<file path="config.mk">
export PLATFORM = sky130hd
export DESIGN_NAME = iir_filter_tdf2_top
export DESIGN_NICKNAME = d
export VERILOG_FILES = /design/src/sv/iirt2_pkg.sv /design/src/sv/iirt2_ctrl.sv /design/src/sv/iirt2_dp.sv /design/src/sv/iir_filter_tdf2_top.sv
export SDC_FILE = /design/constraint.sdc
export NUM_CORES = 2
export LEC_CHECK = 0
export BUFFER_PORTS_ARGS = -buffer_cell sky130_fd_sc_hd__buf_2
export CAP_MARGIN = 25
export CORE_ASPECT_RATIO = 0.8
export CORE_MARGIN = 4
export CORE_UTILIZATION = 62
export CTS_BUF_LIST = sky130_fd_sc_hd__clkbuf_4 sky130_fd_sc_hd__clkbuf_8 sky130_fd_sc_hd__clkbuf_16
export DETAILED_ROUTE_END_ITERATION = 6
export PLACE_DENSITY_LB_ADDON = 0.15
export SLEW_MARGIN = 20
export SYNTH_ARGS = -nofsm -noshare
export SYNTH_HDL_FRONTEND = slang
export SYNTH_SLANG_ARGS = --single-unit
</file>
<file path="constraint.sdc">
create_clock -name i_clk -period 10.8 [get_ports i_clk]
set_input_delay 0.54 -clock i_clk [delete_from_list [all_inputs] [get_ports i_clk]]
set_output_delay 0.54 -clock i_clk [all_outputs]
set_load 0.03 [all_outputs]
</file>
<file path="src/sv/iirt2_pkg.sv">
// Types and constants shared by the IIR filter controller, datapath and top level.
package iirt2_pkg;

    // Field widths
    localparam int X_W      = 16;
    localparam int ST_W     = 48;
    localparam int COEF_W   = 32;
    localparam int PROD_W   = 48;
    localparam int ACC_W    = 50;
    localparam int FRAC_W   = 28;
    localparam int OP_W     = 2;
    localparam int IDX_W    = 2;
    localparam int CIDX_W   = 3;
    localparam int CFG_IDX_W = 3;

    // Stream packing
    localparam int IN_X_LSB     = 0;
    localparam int IN_IDX_LSB   = IN_X_LSB + X_W;
    localparam int IN_SV_LSB    = IN_IDX_LSB + IDX_W;
    localparam int IN_TDATA_W   = ((IN_SV_LSB + ST_W + 7) / 8) * 8;
    localparam int OUT_TDATA_W  = ((X_W + ST_W + 7) / 8) * 8;

    typedef logic signed [PROD_W-1:0] t_prod;
    typedef logic signed [ACC_W-1:0]  t_acc;

    // Operation codes carried in tuser
    localparam logic [OP_W-1:0] OP_FILTER = 2'd0;
    localparam logic [OP_W-1:0] OP_WRITE  = 2'd1;
    localparam logic [OP_W-1:0] OP_READ   = 2'd2;

    // Configuration register indexes
    localparam logic [CFG_IDX_W-1:0] CFG_B0 = 3'd0;
    localparam logic [CFG_IDX_W-1:0] CFG_B1 = 3'd1;
    localparam logic [CFG_IDX_W-1:0] CFG_B2 = 3'd2;
    localparam logic [CFG_IDX_W-1:0] CFG_B3 = 3'd3;
    localparam logic [CFG_IDX_W-1:0] CFG_A1 = 3'd4;
    localparam logic [CFG_IDX_W-1:0] CFG_A2 = 3'd5;
    localparam logic [CFG_IDX_W-1:0] CFG_A3 = 3'd6;

    localparam logic signed [COEF_W-1:0] COEF_ONE = 32'sh1000_0000;

    // Rounding and clipping limits
    localparam t_acc RND_HALF = t_acc'(64'd1 << (FRAC_W - 1));
    localparam t_acc Y_MAX    = t_acc'(16'sh7FFF);
    localparam t_acc Y_MIN    = t_acc'(16'sh8000);
    localparam t_acc ST_MAX   = t_acc'(48'sh7FFF_FFFF_FFFF);
    localparam t_acc ST_MIN   = t_acc'(48'sh8000_0000_0000);

    typedef enum logic [3:0] {
        ST_IDLE,
        ST_STATE_OP,
        ST_Y_MUL,
        ST_Y_ADD,
        ST_Y_RND,
        ST_ADD_B,
        ST_SUB_A,
        ST_WR_Z,
        ST_DONE
    } t_ctrl_state;

    typedef enum logic {
        MUL_B,
        MUL_A
    } t_mul_src;

    typedef enum logic [2:0] {
        ACC_HOLD,
        ACC_LOAD_Z,
        ACC_LOAD_Z_ADD,
        ACC_ADD,
        ACC_SUB
    } t_acc_op;

    typedef struct packed {
        logic                load;
        logic                state_op;
        t_mul_src            mul_src;
        logic [CIDX_W-1:0]   coef_idx;
        t_acc_op             acc_op;
        logic [CIDX_W-1:0]   z_idx;
        logic                z_wr;
        logic [IDX_W-1:0]    z_wr_idx;
        logic                y_latch;
        logic                out_load;
    } t_dp_cmd;

    typedef struct packed {
        logic out_free;
    } t_dp_status;

endpackage

</file>
<file path="src/sv/iirt2_ctrl.sv">
// Sequencing state machine of the IIR filter: steps the shared multiplier and accumulator.
module iirt2_ctrl #(
    parameter int ORDER = 3
) (
    input  logic                          i_clk,
    input  logic                          i_rst_n,
    input  logic                          i_in_valid,
    input  logic [iirt2_pkg::OP_W-1:0]    i_op,
    output logic                          o_in_ready,
    output iirt2_pkg::t_dp_cmd            o_cmd,
    input  iirt2_pkg::t_dp_status         i_status
);

    iirt2_pkg::t_ctrl_state r_state, n_state;
    logic [iirt2_pkg::IDX_W-1:0] r_k, n_k;
    logic w_last;

    assign w_last = (int'(r_k) == ORDER - 1);

    // Advance state
    always_ff @(posedge i_clk) begin
        if (!i_rst_n) begin
            r_state <= iirt2_pkg::ST_IDLE;
            r_k     <= '0;
        end else begin
            r_state <= n_state;
            r_k     <= n_k;
        end
    end

    // Next state
    always_comb begin
        n_state = r_state;
        case (r_state)
            iirt2_pkg::ST_IDLE: begin
                if (i_in_valid) begin
                    n_state = (i_op == iirt2_pkg::OP_FILTER) ? iirt2_pkg::ST_Y_MUL
                                                             : iirt2_pkg::ST_STATE_OP;
                end
            end
            iirt2_pkg::ST_STATE_OP: n_state = iirt2_pkg::ST_DONE;
            iirt2_pkg::ST_Y_MUL:    n_state = iirt2_pkg::ST_Y_ADD;
            iirt2_pkg::ST_Y_ADD:    n_state = iirt2_pkg::ST_Y_RND;
            iirt2_pkg::ST_Y_RND:    n_state = iirt2_pkg::ST_ADD_B;
            iirt2_pkg::ST_ADD_B:    n_state = iirt2_pkg::ST_SUB_A;
            iirt2_pkg::ST_SUB_A:    n_state = iirt2_pkg::ST_WR_Z;
            iirt2_pkg::ST_WR_Z: begin
                n_state = w_last ? iirt2_pkg::ST_DONE : iirt2_pkg::ST_SUB_A;
            end
            iirt2_pkg::ST_DONE: begin
                if (i_status.out_free) begin
                    n_state = iirt2_pkg::ST_IDLE;
                end
            end
            default: n_state = iirt2_pkg::ST_IDLE;
        endcase
    end

    // Step the state index: clear per item, bump after each state write but the last
    always_comb begin
        n_k = r_k;
        if (r_state == iirt2_pkg::ST_IDLE) begin
            n_k = '0;
        end else if (r_state == iirt2_pkg::ST_WR_Z && !w_last) begin
            n_k = r_k + 2'd1;
        end
    end

    // Datapath commands
    always_comb begin
        o_in_ready        = 1'b0;
        o_cmd.load        = 1'b0;
        o_cmd.state_op    = 1'b0;
        o_cmd.mul_src     = iirt2_pkg::MUL_B;
        o_cmd.coef_idx    = '0;
        o_cmd.acc_op      = iirt2_pkg::ACC_HOLD;
        o_cmd.z_idx       = '0;
        o_cmd.z_wr        = 1'b0;
        o_cmd.z_wr_idx    = r_k;
        o_cmd.y_latch     = 1'b0;
        o_cmd.out_load    = 1'b0;
        case (r_state)
            iirt2_pkg::ST_IDLE: begin
                o_in_ready = 1'b1;
                o_cmd.load = i_in_valid;
            end
            iirt2_pkg::ST_STATE_OP: begin
                o_cmd.state_op = 1'b1;
            end
            // b0*x, preload z0
            iirt2_pkg::ST_Y_MUL: begin
                o_cmd.coef_idx = 3'd0;
                o_cmd.acc_op   = iirt2_pkg::ACC_LOAD_Z;
                o_cmd.z_idx    = 3'd0;
            end
            iirt2_pkg::ST_Y_ADD: begin
                o_cmd.acc_op = iirt2_pkg::ACC_ADD;
            end
            // Round the output, start b1*x and preload z1
            iirt2_pkg::ST_Y_RND: begin
                o_cmd.y_latch  = 1'b1;
                o_cmd.coef_idx = 3'd1;
                o_cmd.acc_op   = iirt2_pkg::ACC_LOAD_Z;
                o_cmd.z_idx    = 3'd1;
            end
            iirt2_pkg::ST_ADD_B: begin
                o_cmd.acc_op   = iirt2_pkg::ACC_ADD;
                o_cmd.mul_src  = iirt2_pkg::MUL_A;
                o_cmd.coef_idx = 3'(r_k) + 3'd1;
            end
            iirt2_pkg::ST_SUB_A: begin
                o_cmd.acc_op   = iirt2_pkg::ACC_SUB;
                o_cmd.coef_idx = 3'(r_k) + 3'd2;
            end
            // Store z[k], then start on z[k+1]
            iirt2_pkg::ST_WR_Z: begin
                o_cmd.z_wr     = 1'b1;
                o_cmd.acc_op   = iirt2_pkg::ACC_LOAD_Z_ADD;
                o_cmd.z_idx    = 3'(r_k) + 3'd2;
                o_cmd.mul_src  = iirt2_pkg::MUL_A;
                o_cmd.coef_idx = 3'(r_k) + 3'd2;
            end
            iirt2_pkg::ST_DONE: begin
                o_cmd.out_load = i_status.out_free;
            end
            default: begin
                o_in_ready = 1'b0;
            end
        endcase
    end

endmodule

</file>
<file path="src/sv/iirt2_dp.sv">
// Datapath of the IIR filter: coefficients, delay states, shared multiplier, output register.
module iirt2_dp #(
    parameter int ORDER = 3
) (
    input  logic                                 i_clk,
    input  logic                                 i_rst_n,
    input  iirt2_pkg::t_dp_cmd                   i_cmd,
    output iirt2_pkg::t_dp_status                o_status,
    input  logic [iirt2_pkg::OP_W-1:0]           i_op,
    input  logic [iirt2_pkg::IN_TDATA_W-1:0]     i_in_data,
    input  logic                                 i_cfg_we,
    input  logic [iirt2_pkg::CFG_IDX_W-1:0]      i_cfg_index,
    input  logic [iirt2_pkg::COEF_W-1:0]         i_cfg_data,
    output logic                                 o_out_valid,
    input  logic                                 i_out_ready,
    output logic [iirt2_pkg::OUT_TDATA_W-1:0]    o_out_data,
    output logic                                 o_out_sat
);

    localparam int ZA_W = (ORDER > 1) ? $clog2(ORDER) : 1;
    localparam logic [iirt2_pkg::CIDX_W-1:0] Z_DEPTH = iirt2_pkg::CIDX_W'(ORDER);

    // Captured item
    logic [iirt2_pkg::OP_W-1:0]         r_op;
    logic signed [iirt2_pkg::X_W-1:0]   r_x;
    logic [iirt2_pkg::IDX_W-1:0]        r_idx;
    logic signed [iirt2_pkg::ST_W-1:0]  r_sv;

    // Coefficients; a0 is one and has no register
    logic signed [iirt2_pkg::COEF_W-1:0] r_coef_b [0:3];
    logic signed [iirt2_pkg::COEF_W-1:0] r_coef_a [1:3];

    logic signed [iirt2_pkg::ST_W-1:0]   r_z [0:ORDER-1];

    iirt2_pkg::t_prod                    r_p;
    iirt2_pkg::t_acc                     r_acc, n_acc;
    logic signed [iirt2_pkg::X_W-1:0]    r_y;
    logic signed [iirt2_pkg::ST_W-1:0]   r_sout;
    logic                                r_sat;

    logic                                r_out_valid;
    logic [iirt2_pkg::OUT_TDATA_W-1:0]   r_out_data;
    logic                                r_out_sat;

    logic signed [iirt2_pkg::COEF_W-1:0] w_coef;
    logic signed [iirt2_pkg::X_W-1:0]    w_opnd;
    iirt2_pkg::t_prod                    w_prod;
    logic [iirt2_pkg::CIDX_W-1:0]        w_rd_addr;
    logic                                w_rd_ok;
    logic signed [iirt2_pkg::ST_W-1:0]   w_zrd;
    logic [iirt2_pkg::IDX_W-1:0]         w_wr_addr;
    logic                                w_wr_ok;
    iirt2_pkg::t_acc                     w_rnd;
    iirt2_pkg::t_acc                     w_yfull;
    logic signed [iirt2_pkg::X_W-1:0]    w_y;
    logic                                w_y_clip;
    logic signed [iirt2_pkg::ST_W-1:0]   w_zclip;
    logic                                w_z_clip;

    // Pick the coefficient; indexes with no register (past 3, or a0) read as zero
    always_comb begin
        w_coef = '0;
        case (i_cmd.mul_src)
            iirt2_pkg::MUL_B: begin
                if (i_cmd.coef_idx inside {[3'd0:3'd3]}) begin
                    w_coef = r_coef_b[i_cmd.coef_idx[1:0]];
                end
            end
            iirt2_pkg::MUL_A: begin
                if (i_cmd.coef_idx inside {[3'd1:3'd3]}) begin
                    w_coef = r_coef_a[i_cmd.coef_idx[1:0]];
                end
            end
            default: w_coef = '0;
        endcase
    end

    assign w_opnd = (i_cmd.mul_src == iirt2_pkg::MUL_B) ? r_x : r_y;
    assign w_prod = iirt2_pkg::t_prod'(w_coef) * iirt2_pkg::t_prod'(w_opnd);

    // Single read port on the delay states; beyond the order reads zero
    assign w_rd_addr = i_cmd.state_op ? iirt2_pkg::CIDX_W'(r_idx) : i_cmd.z_idx;
    assign w_rd_ok   = (w_rd_addr < Z_DEPTH);
    assign w_zrd     = w_rd_ok ? r_z[w_rd_addr[ZA_W-1:0]] : '0;

    assign w_wr_addr = i_cmd.state_op ? r_idx : i_cmd.z_wr_idx;
    assign w_wr_ok   = (iirt2_pkg::CIDX_W'(w_wr_addr) < Z_DEPTH);

    // Round half up, then clip to 16 bits
    assign w_rnd    = r_acc + iirt2_pkg::RND_HALF;
    assign w_yfull  = w_rnd >>> iirt2_pkg::FRAC_W;
    always_comb begin
        w_y_clip = 1'b0;
        w_y      = w_yfull[iirt2_pkg::X_W-1:0];
        if (w_yfull > iirt2_pkg::Y_MAX) begin
            w_y      = 16'sh7FFF;
            w_y_clip = 1'b1;
        end else if (w_yfull < iirt2_pkg::Y_MIN) begin
            w_y      = 16'sh8000;
            w_y_clip = 1'b1;
        end
    end

    // Clip a new state to 48 bits
    always_comb begin
        w_z_clip = 1'b0;
        w_zclip  = r_acc[iirt2_pkg::ST_W-1:0];
        if (r_acc > iirt2_pkg::ST_MAX) begin
            w_zclip  = 48'sh7FFF_FFFF_FFFF;
            w_z_clip = 1'b1;
        end else if (r_acc < iirt2_pkg::ST_MIN) begin
            w_zclip  = 48'sh8000_0000_0000;
            w_z_clip = 1'b1;
        end
    end

    // Accumulator next value
    always_comb begin
        n_acc = r_acc;
        case (i_cmd.acc_op)
            iirt2_pkg::ACC_HOLD:       n_acc = r_acc;
            iirt2_pkg::ACC_LOAD_Z:     n_acc = iirt2_pkg::t_acc'(w_zrd);
            iirt2_pkg::ACC_LOAD_Z_ADD: n_acc = iirt2_pkg::t_acc'(w_zrd)
                                               + iirt2_pkg::t_acc'(r_p);
            iirt2_pkg::ACC_ADD:        n_acc = r_acc + iirt2_pkg::t_acc'(r_p);
            iirt2_pkg::ACC_SUB:        n_acc = r_acc - iirt2_pkg::t_acc'(r_p);
            default:                   n_acc = r_acc;
        endcase
    end

    // Capture the item
    always_ff @(posedge i_clk) begin
        if (i_cmd.load) begin
            r_op  <= i_op;
            r_x   <= i_in_data[iirt2_pkg::IN_X_LSB +: iirt2_pkg::X_W];
            r_idx <= i_in_data[iirt2_pkg::IN_IDX_LSB +: iirt2_pkg::IDX_W];
            r_sv  <= i_in_data[iirt2_pkg::IN_SV_LSB +: iirt2_pkg::ST_W];
        end
    end

    // Coefficient registers
    always_ff @(posedge i_clk) begin
        if (!i_rst_n) begin
            r_coef_b[0] <= iirt2_pkg::COEF_ONE;
            r_coef_b[1] <= '0;
            r_coef_b[2] <= '0;
            r_coef_b[3] <= '0;
            r_coef_a[1] <= '0;
            r_coef_a[2] <= '0;
            r_coef_a[3] <= '0;
        end else if (i_cfg_we) begin
            case (i_cfg_index)
                iirt2_pkg::CFG_B0: r_coef_b[0] <= i_cfg_data;
                iirt2_pkg::CFG_B1: r_coef_b[1] <= i_cfg_data;
                iirt2_pkg::CFG_B2: r_coef_b[2] <= i_cfg_data;
                iirt2_pkg::CFG_B3: r_coef_b[3] <= i_cfg_data;
                iirt2_pkg::CFG_A1: r_coef_a[1] <= i_cfg_data;
                iirt2_pkg::CFG_A2: r_coef_a[2] <= i_cfg_data;
                iirt2_pkg::CFG_A3: r_coef_a[3] <= i_cfg_data;
                default: ;
            endcase
        end
    end

    // Product and accumulator registers
    always_ff @(posedge i_clk) begin
        r_p   <= w_prod;
        r_acc <= n_acc;
    end

    // Delay states: filter update or direct write
    always_ff @(posedge i_clk) begin
        if (!i_rst_n) begin
            for (int i = 0; i < ORDER; i++) begin
                r_z[i] <= '0;
            end
        end else if (w_wr_ok) begin
            if (i_cmd.z_wr) begin
                r_z[w_wr_addr[ZA_W-1:0]] <= w_zclip;
            end else if (i_cmd.state_op && r_op == iirt2_pkg::OP_WRITE) begin
                r_z[w_wr_addr[ZA_W-1:0]] <= r_sv;
            end
        end
    end

    // Result fields
    always_ff @(posedge i_clk) begin
        if (i_cmd.load) begin
            r_y    <= '0;
            r_sout <= '0;
            r_sat  <= 1'b0;
        end else if (i_cmd.state_op) begin
            if (r_op == iirt2_pkg::OP_READ) begin
                r_sout <= w_zrd;
            end
        end else if (i_cmd.y_latch) begin
            r_y   <= w_y;
            r_sat <= r_sat | w_y_clip;
        end else if (i_cmd.z_wr) begin
            r_sat <= r_sat | w_z_clip;
        end
    end

    // Output register: load when free, drop when taken
    always_ff @(posedge i_clk) begin
        if (!i_rst_n) begin
            r_out_valid <= 1'b0;
        end else if (i_cmd.out_load) begin
            r_out_valid <= 1'b1;
        end else if (i_out_ready) begin
            r_out_valid <= 1'b0;
        end
    end

    always_ff @(posedge i_clk) begin
        if (i_cmd.out_load) begin
            r_out_data <= iirt2_pkg::OUT_TDATA_W'({r_sout, r_y});
            r_out_sat  <= r_sat;
        end
    end

    assign o_status.out_free = !r_out_valid || i_out_ready;
    assign o_out_valid       = r_out_valid;
    assign o_out_data        = r_out_data;
    assign o_out_sat         = r_out_sat;

endmodule

</file>
<file path="src/sv/iir_filter_tdf2_top.sv">
// Order-3 transposed direct form II IIR filter with stream ports and a coefficient write port.
//
// Input stream (s_axis): tuser carries the operation (filter a sample, write a
// delay state, read a delay state); tdata carries sample, state index and state
// value. Output stream (m_axis): one item per input item, with the filtered
// sample, the read-back state and a saturation flag.
// Coefficient port: i_cfg_index selects b0..b3, a1..a3 (Q4.28); o_cfg_ready is
// always high. Write coefficients only while no item is in flight.
// Datapath: one shared 32x16 multiplier and one accumulator are stepped by the
// controller. A filter item steps through Y_MUL, Y_ADD, Y_RND and ADD_B, then
// SUB_A and WR_Z once per delay state, and DONE loads its result into the
// output register. State writes and reads step through STATE_OP and then DONE.
// One item is worked at a time. A finished result sits in the output register;
// the block accepts the next item while it waits, and holds that item's result
// until the register is taken.
// Reset (synchronous, active low) clears the delay states, sets b0 to one and
// the other coefficients to zero, and empties the output register.
module iir_filter_tdf2_top #(
    parameter int ORDER = 3
) (
    input  logic                                i_clk,
    input  logic                                i_rst_n,
    input  logic                                s_axis_tvalid,
    output logic                                s_axis_tready,
    // [15:0] sample_in, [17:16] state_index, [65:18] state_value, [71:66] zero
    input  logic [iirt2_pkg::IN_TDATA_W-1:0]    s_axis_tdata,
    // [1:0] operation
    input  logic [iirt2_pkg::OP_W-1:0]          s_axis_tuser,
    output logic                                m_axis_tvalid,
    input  logic                                m_axis_tready,
    // [15:0] sample_out, [63:16] state_out
    output logic [iirt2_pkg::OUT_TDATA_W-1:0]   m_axis_tdata,
    // [0] saturated
    output logic [0:0]                          m_axis_tuser,
    input  logic                                i_cfg_valid,
    output logic                                o_cfg_ready,
    input  logic [iirt2_pkg::CFG_IDX_W-1:0]     i_cfg_index,
    input  logic [iirt2_pkg::COEF_W-1:0]        i_cfg_data
);

    iirt2_pkg::t_dp_cmd    w_cmd;
    iirt2_pkg::t_dp_status w_status;
    logic                  w_out_sat;

    assign o_cfg_ready     = 1'b1;
    assign m_axis_tuser[0] = w_out_sat;

    iirt2_ctrl #(
        .ORDER (ORDER)
    ) u_ctrl (
        .i_clk      (i_clk),
        .i_rst_n    (i_rst_n),
        .i_in_valid (s_axis_tvalid),
        .i_op       (s_axis_tuser),
        .o_in_ready (s_axis_tready),
        .o_cmd      (w_cmd),
        .i_status   (w_status)
    );

    iirt2_dp #(
        .ORDER (ORDER)
    ) u_dp (
        .i_clk       (i_clk),
        .i_rst_n     (i_rst_n),
        .i_cmd       (w_cmd),
        .o_status    (w_status),
        .i_op        (s_axis_tuser),
        .i_in_data   (s_axis_tdata),
        .i_cfg_we    (i_cfg_valid),
        .i_cfg_index (i_cfg_index),
        .i_cfg_data  (i_cfg_data),
        .o_out_valid (m_axis_tvalid),
        .i_out_ready (m_axis_tready),
        .o_out_data  (m_axis_tdata),
        .o_out_sat   (w_out_sat)
    );

endmodule

</file>
# Yosys cells after proc, flatten, opt, wreduce, memory -nomap -nowiden
# Memories as Yosys holds them, arrays and structs flattened.
# Index checks and enable logic that the tools add are counted.
# totals
regBits	303
latch_bits	0
ram_bits	368
romBits	0
output_inout_bits	68
memories	3
# memory_table
memory	depth	word_bits	read_ports	rd_ports_with_merged_regs	write_ports	line	source
u_dp.r_z	3	48	1	0	3	iirt2_dp.sv:33	logic signed [iirt2_pkg::ST_W-1:0] r_z [0:ORDER-1];
u_dp.r_coef_b	4	32	1	0	4	iirt2_dp.sv:30	logic signed [iirt2_pkg::COEF_W-1:0] r_coef_b [0:3];
u_dp.r_coef_a	3	32	1	0	3	iirt2_dp.sv:31	logic signed [iirt2_pkg::COEF_W-1:0] r_coef_a [1:3];
# classes
n_addsub	7
mul	1
div_mod_pow	0
order_cmp	9
n_eq_ne	23
n_shift	0
muxes	84
n_bitwise	13
n_reduce_logical	23
# op_table
cell	n
two-way mux 32 bit	9
two-way mux 48 bit	5
case mux 50 bit (4 select lines)	1
case mux 32 bit (2 select lines)	1
two-way mux 1 bit	54
adder 50 x 29 -> 50 bit (second input constant)	1
adder 50 x 48 -> 50 bit	1
greater-than comparator 50 x 48 -> 1 bit (second input constant)	1
less-than comparator 50 x 48 -> 1 bit (second input constant)	1
subtractor 50 x 48 -> 50 bit	1
adder 48 x 48 -> 49 bit	1
multiplier 32 x 16 -> 48 bit	1
two-way mux 16 bit	3
OR reduction 48 bit	1
case mux 4 bit (9 select lines)	1
greater-than comparator 22 x 16 -> 1 bit (second input constant)	1
less-than comparator 22 x 16 -> 1 bit (second input constant)	1
== test 4 x 3 -> 1 bit (second input constant)	4
== test 3 x 2 -> 1 bit (second input constant)	4
== test 3 bit (second input constant)	4
two-way mux 4 bit	3
case mux 3 bit (4 select lines)	1
OR 1 bit	10
OR reduction 2 bit	5
29 further kinds	45

# Logic depth before layout (Yosys ltp)
# depth
ltp_word	11
ltp_mapped	35

# Hierarchy
# Synthesis repeated with hierarchy kept, for this count alone.
# unflattened
hier_cells	5273
area_unflattened_um2	51607.0
# modules_own_cells
mod	n_inst	cells_per_inst	area_per_inst_um2
iirt2_dp	1	5202	51094.0
iirt2_ctrl	1	69	501.7
iir_filter_tdf2_top	1	2	11.3

# Worst setup path before layout
# OpenSTA, ideal clock, no wires.
# synth_path
path_kind	reg2reg
from	register u_ctrl.r_k[0] in the netlist's numbering
to	register u_dp.r_p[45]
setup_ns	0.072
t_arrival_ns	8.067
t_required_ns	10.728
slack_ns	2.661
path_stages_with_launch	33
path_buffers	3
synth_period_minus_slack_ns	8.139
cell_sequence	dfxtp_1 > inv_1 > ha_1 > nor3b_1 > o21ai_1 > buf_2 > buf_2 > buf_2 > mux2i_1 > o21ai_0 > a22oi_1 > nor2_1 > fa_1 > inv_1 > fa_1 > fa_1 > inv_1 > fa_1 > fa_1 > inv_1 > fa_1 > inv_1 > ha_1 > a21o_1 > a21o_1 > a21o_1 > a211oi_1 > o21ai_0 > o21ai_1 > o211ai_1 > a221o_1 > a21oi_1 > xnor2_1
# synth_between
elab_chain_len	7
word_cells_on_any_way	14
classes_between	add/sub (2); mul (1); order compare (3); mux (4); reduce/logical (2); memory (2)
# synth_lines
element	line	source
start: declaration	iirt2_ctrl.sv:15	logic [iirt2_pkg::IDX_W-1:0] r_k, n_k;
start signal: assignment	iirt2_ctrl.sv:27	r_k <= n_k;
adder 2 x 2 -> 3 bit / adder 2 x 1 -> 3 bit (equally long branches)	iirt2_ctrl.sv:113, iirt2_ctrl.sv:121, iirt2_ctrl.sv:109	
case mux 3 bit (3 select lines) (*)	iirt2_ctrl.sv:82	case (r_state)
greater-or-equal comparator 3 x 1 -> 1 bit (tied with other cells)	iirt2_dp.sv:70	if (i_cmd.coef_idx inside {[3'd1:3'd3]}) begin
logical AND 1 bit, on equally long branches	iirt2_dp.sv:70, iirt2_dp.sv:65	
two-way mux 32 bit, on equally long branches	iirt2_dp.sv:70, iirt2_dp.sv:65	
case mux 32 bit (2 select lines) (*)	iirt2_dp.sv:63	case (i_cmd.mul_src)
multiplier 32 x 16 -> 48 bit (*)	iirt2_dp.sv:79	assign w_prod = iirt2_pkg::t_prod'(w_coef) * iirt2_pkg::t_prod'(w_opnd);
named net u_dp.w_prod[45]	iirt2_dp.sv:47	iirt2_pkg::t_prod w_prod;
end signal: assignment	iirt2_dp.sv:167	r_p <= w_prod;
end: declaration	iirt2_dp.sv:35	iirt2_pkg::t_prod r_p;
# The timed path passes the listed nets; every way through them passes the cells marked *.
# A chain may end at the register's enable or synchronous reset.

# Worst setup path in the final report
# layout_path
from	register u_ctrl.r_k[0] in the netlist's numbering
to	register u_dp.r_p[47]
# The elaborated chain is that of the path after synthesis.

==> flow_summary_export.csv <==
group,metric,value,unit
routing,totalWireLength,142000,µm
cells_and_area,n_antenna_cell,0,
die,dieHeight,271,µm
logic_synthesis,yosysTopAreaCell,"edfxtp_1",
cts,clkSinkCount,719,
routing,drc,0,
routing,top_layer,"met4",
critical_path,r2r_slack,0.69,ns
routing,viasPerCell,5.90,
die,dieArea,0.0913,mm²
routing,wl_met1,60400,µm
logic_synthesis,synth-seq-area-share,38.0,%
routing,drt-wirelength-per-cell,21.4,µm
global_routing,antenna_found_initial,2,
global_routing,globalRouteOverflowTotal,0,
routing,wl_met3,15000,µm
die,die_x,337,µm
critical_path,cp_common_cell,"fa_1",
critical_path,critical_path_required,11.33,ns
logic_synthesis,synth_top_family_by_area,"adder cells",
critical_path,critPathArrivalTime,10.65,ns
placed_design,dp_hpwl,106000,µm
logic_synthesis,synthAdderAreaFrac,23.2,%
logic_synthesis,synth_compound_area_share,9.72,%
logic_synthesis,synth_xor_area_share,3.23,%
critical_path,cp-start-kind,"flip-flop",
routing,drt_pass1_iterations,6,
logic_synthesis,synth_area,0.0536,mm²
logic_synthesis,ys_seq_elements,719,
timing,fin_crit_sh,93.6,%
cells_and_area,mostFrequentLayoutCells,"inv_1 (697), edfxtp_1 (599), nand2_1 (592), nor2_1 (567), fa_1 (488)",
logic_synthesis,synth_edf_count,599,
cts,clkSlewWorstSetupHoldPaths,0.07,ns
logic_synthesis,ys_types,84,
cts,hold_buffers,0,
cts,root_buffer,"clkbuf_16",
die,ios,182,
die,row_count,96,
critical_path,endpoint_kind,"flip-flop",
logic_synthesis,synth.area.top_cells,"edfxtp_1 (34%), fa_1 (18%), ha_1 (5.0%)",
global_routing,grt_usage,31.4,%
cts,cts_setup_buffers,0,
routing,ant_nets,0,
cts,htreeDepth,3,
timing,maxSlewHeadroom,21.9,%
cts,cts_buffers,75,
critical_path,crit_end,"u_dp.r_p[47]$_DFF_P_",
run,maxCapViolCount,0,
timing,finClkSkew,0.0270,ns
critical_path,r2r_end,"u_dp.r_p[47]$_DFF_P_",
timing,grt_setup_unrepaired,"no",
status,run_status,"finished, final reports clean",
logic_synthesis,yosys.area_share.simple,14.3,%
cells_and_area,area_growth_syn_to_layout,9.64,%
cts,clk_latency,0.66,ns
cts,cts_resized,0,
timing,fin_crit,10.11,ns
timing,worstMarginPinSlew,1.15,ns
timing,setup_viol,0,
global_routing,grt_max_degree,72,
critical_path,cp_max_fo,23,
logic_synthesis,syn_avg_cell_area,10.2,µm²
cells_and_area,drive_above_1_share,10.4,%
logic_synthesis,async_reset_ff_share,0,%
hold_path,worstHoldPathType,"in -> reg",
cts,clock_path_buffers,3,
critical_path,r2r_cells,30,
cells_and_area,nets,6251,
global_routing,grt_pass1_vias,38800,
placed_design,gp_congestion,0.966,
critical_path,crit_path_start,"u_ctrl.r_k[0]$_SDFFE_PP0P_",
logic_synthesis,synthCells,5280,
logic_synthesis,synthMuxAreaShare,4.77,%
timing,maxSlewViolCount,0,
timing,finalSetupTns,0,ns
critical_path,cp_slowest_cell,"a22oi_1",
critical_path,crit_type,"reg -> reg",
timing,hold_viol_final,0,
routing,dr_wl_met2,62600,µm
routing,drtIter0Drc,3829,
routing,vias,39100,
logic_synthesis,synth_top_cell_area_share,33.5,%
die,start_util,62.5,%
logic_synthesis,synth-warning-count,0,
placed_design,io_buffers,174,
cells_and_area,final_common_cell,"inv_1",
timing,clock.fmax,98.9,MHz
critical_path,critPathMaxStageDelay,0.79,ns
die,coreArea,0.0858,mm²
critical_path,r2r_start,"u_ctrl.r_k[0]$_SDFFE_PP0P_",
logic_synthesis,yosys_most_used_dff,"edfxtp_1",
cts,cts_tree,"built",
global_routing,grt_pass1_wl,219000,µm
## flip-flops by register name, indices dropped and copies added, names as in the netlist, 48 cells and up
| signal | flops |
|---|---|
| u_dp.r_sv | 48 |
| u_dp.r_coef_a | 96 |
| u_dp.r_coef_b | 128 |
| u_dp.o_out_data | 64 |
| u_dp.r_sout | 48 |
| u_dp.r_p | 48 |
| u_dp.r_acc | 50 |
| u_dp.r_z | 192 |
## worst max-delay path: cells and delay by family, from the launching register on
family          cells  cell delay [ns]
compound gates     12             4.29
fa+ha+maj           8             3.81
mux                 1             0.21
simple gates        2             0.25
xor+xnor            1             0.15
flops               1             0.46
buf+inv             6             0.78
## cells by family after synthesis
logic type / after synthesis
muxes: 191
other: 2
and+or+nand+nor: 1699
buffers and inverters: 947
adders and majority gates: 703
DFF: 719
AOI/OAI and AO/OA: 821
xor gates and xnor gates: 198
## worst min path at each step
stage	slack [ns]	depth (start not counted)	endpoint	start
after floorplan	0.41	0	u_dp.o_out_data[19]$_DFFE_PP_	u_dp.r_sout[3]$_SDFFE_PP0P_
after global placement	0.41	0	u_dp.o_out_data[59]$_DFFE_PP_	u_dp.r_sout[43]$_SDFFE_PP0P_
after detailed placement	0.42	0	u_dp.o_out_data[38]$_DFFE_PP_	u_dp.r_sout[22]$_SDFFE_PP0P_
after CTS	0.01	1	u_dp.r_sv[40]$_DFFE_PP_	s_axis_tdata[58]
after global routing	0.02	1	u_dp.r_sv[47]$_DFFE_PP_	s_axis_tdata[65]
final	0.05	1	u_dp.r_sv[40]$_DFFE_PP_	s_axis_tdata[58]
## synth_stat cells (all sizes together), types with 16 or more instances
cell    count
nor2      575
nand4      16
mux2i      98
ha        215
and3       19
nor3       50
and2      277
a22o       32
nand2b     35
nand3      44
o211ai     29
o21ai     259
a22oi      38
mux2       46
xor2       80
o221ai     25
edfxtp    599
nor2b      27
dfxtp     120
a21o       79
inv       697
clkbuf    203
or3        18
a21oi     198
nand2     598
buf        47
xnor2     118
o21a       18
mux4       47
a31oi      17
o21bai     21
fa        488
## per-stage QoR
| stage | hold WS (ns) | cells | util [%] | setup slack [ns] | area [µm²] |
|---|---|---|---|---|---|
| final | 0.0490 | 6621 | 68.6 | 0.686 | 58800 |
| after floorplan | 0.408 | 5327 | - | 2.66 | 53800 |
| after detailed placement | 0.418 | 6481 | 65.5 | 0.868 | 56200 |
| after global placement | 0.411 | 6480 | 65.5 | 1.01 | 56200 |
| after CTS | 0.0118 | 6618 | 68.5 | 0.799 | 58700 |
| after global routing | 0.0204 | 6621 | 68.6 | 0.151 | 58800 |
## layout make-up
cell class / instances / area (µm²)
multi-input combinational: 3661 / 30100
fill: 6593 / 27000
sequential: 719 / 20400
inverter: 697 / 2620
clock buffer: 97 / 2120
timing repair buffer: 280 / 1700
tap: 1127 / 1410
clock inverter: 40 / 445
## per-layer routing
metal | vias up | global-route usage (%)
li1 | 17800 | -
met1 | 19200 | 46.4
met2 | 1776 | 46.9
met3 | 248 | 7.74
met4 | 0 | 8.34
met5 | - | 0
Power is not shown: default switching activity piles up to over one toggle a cycle in this logic, so the estimate is an artifact.
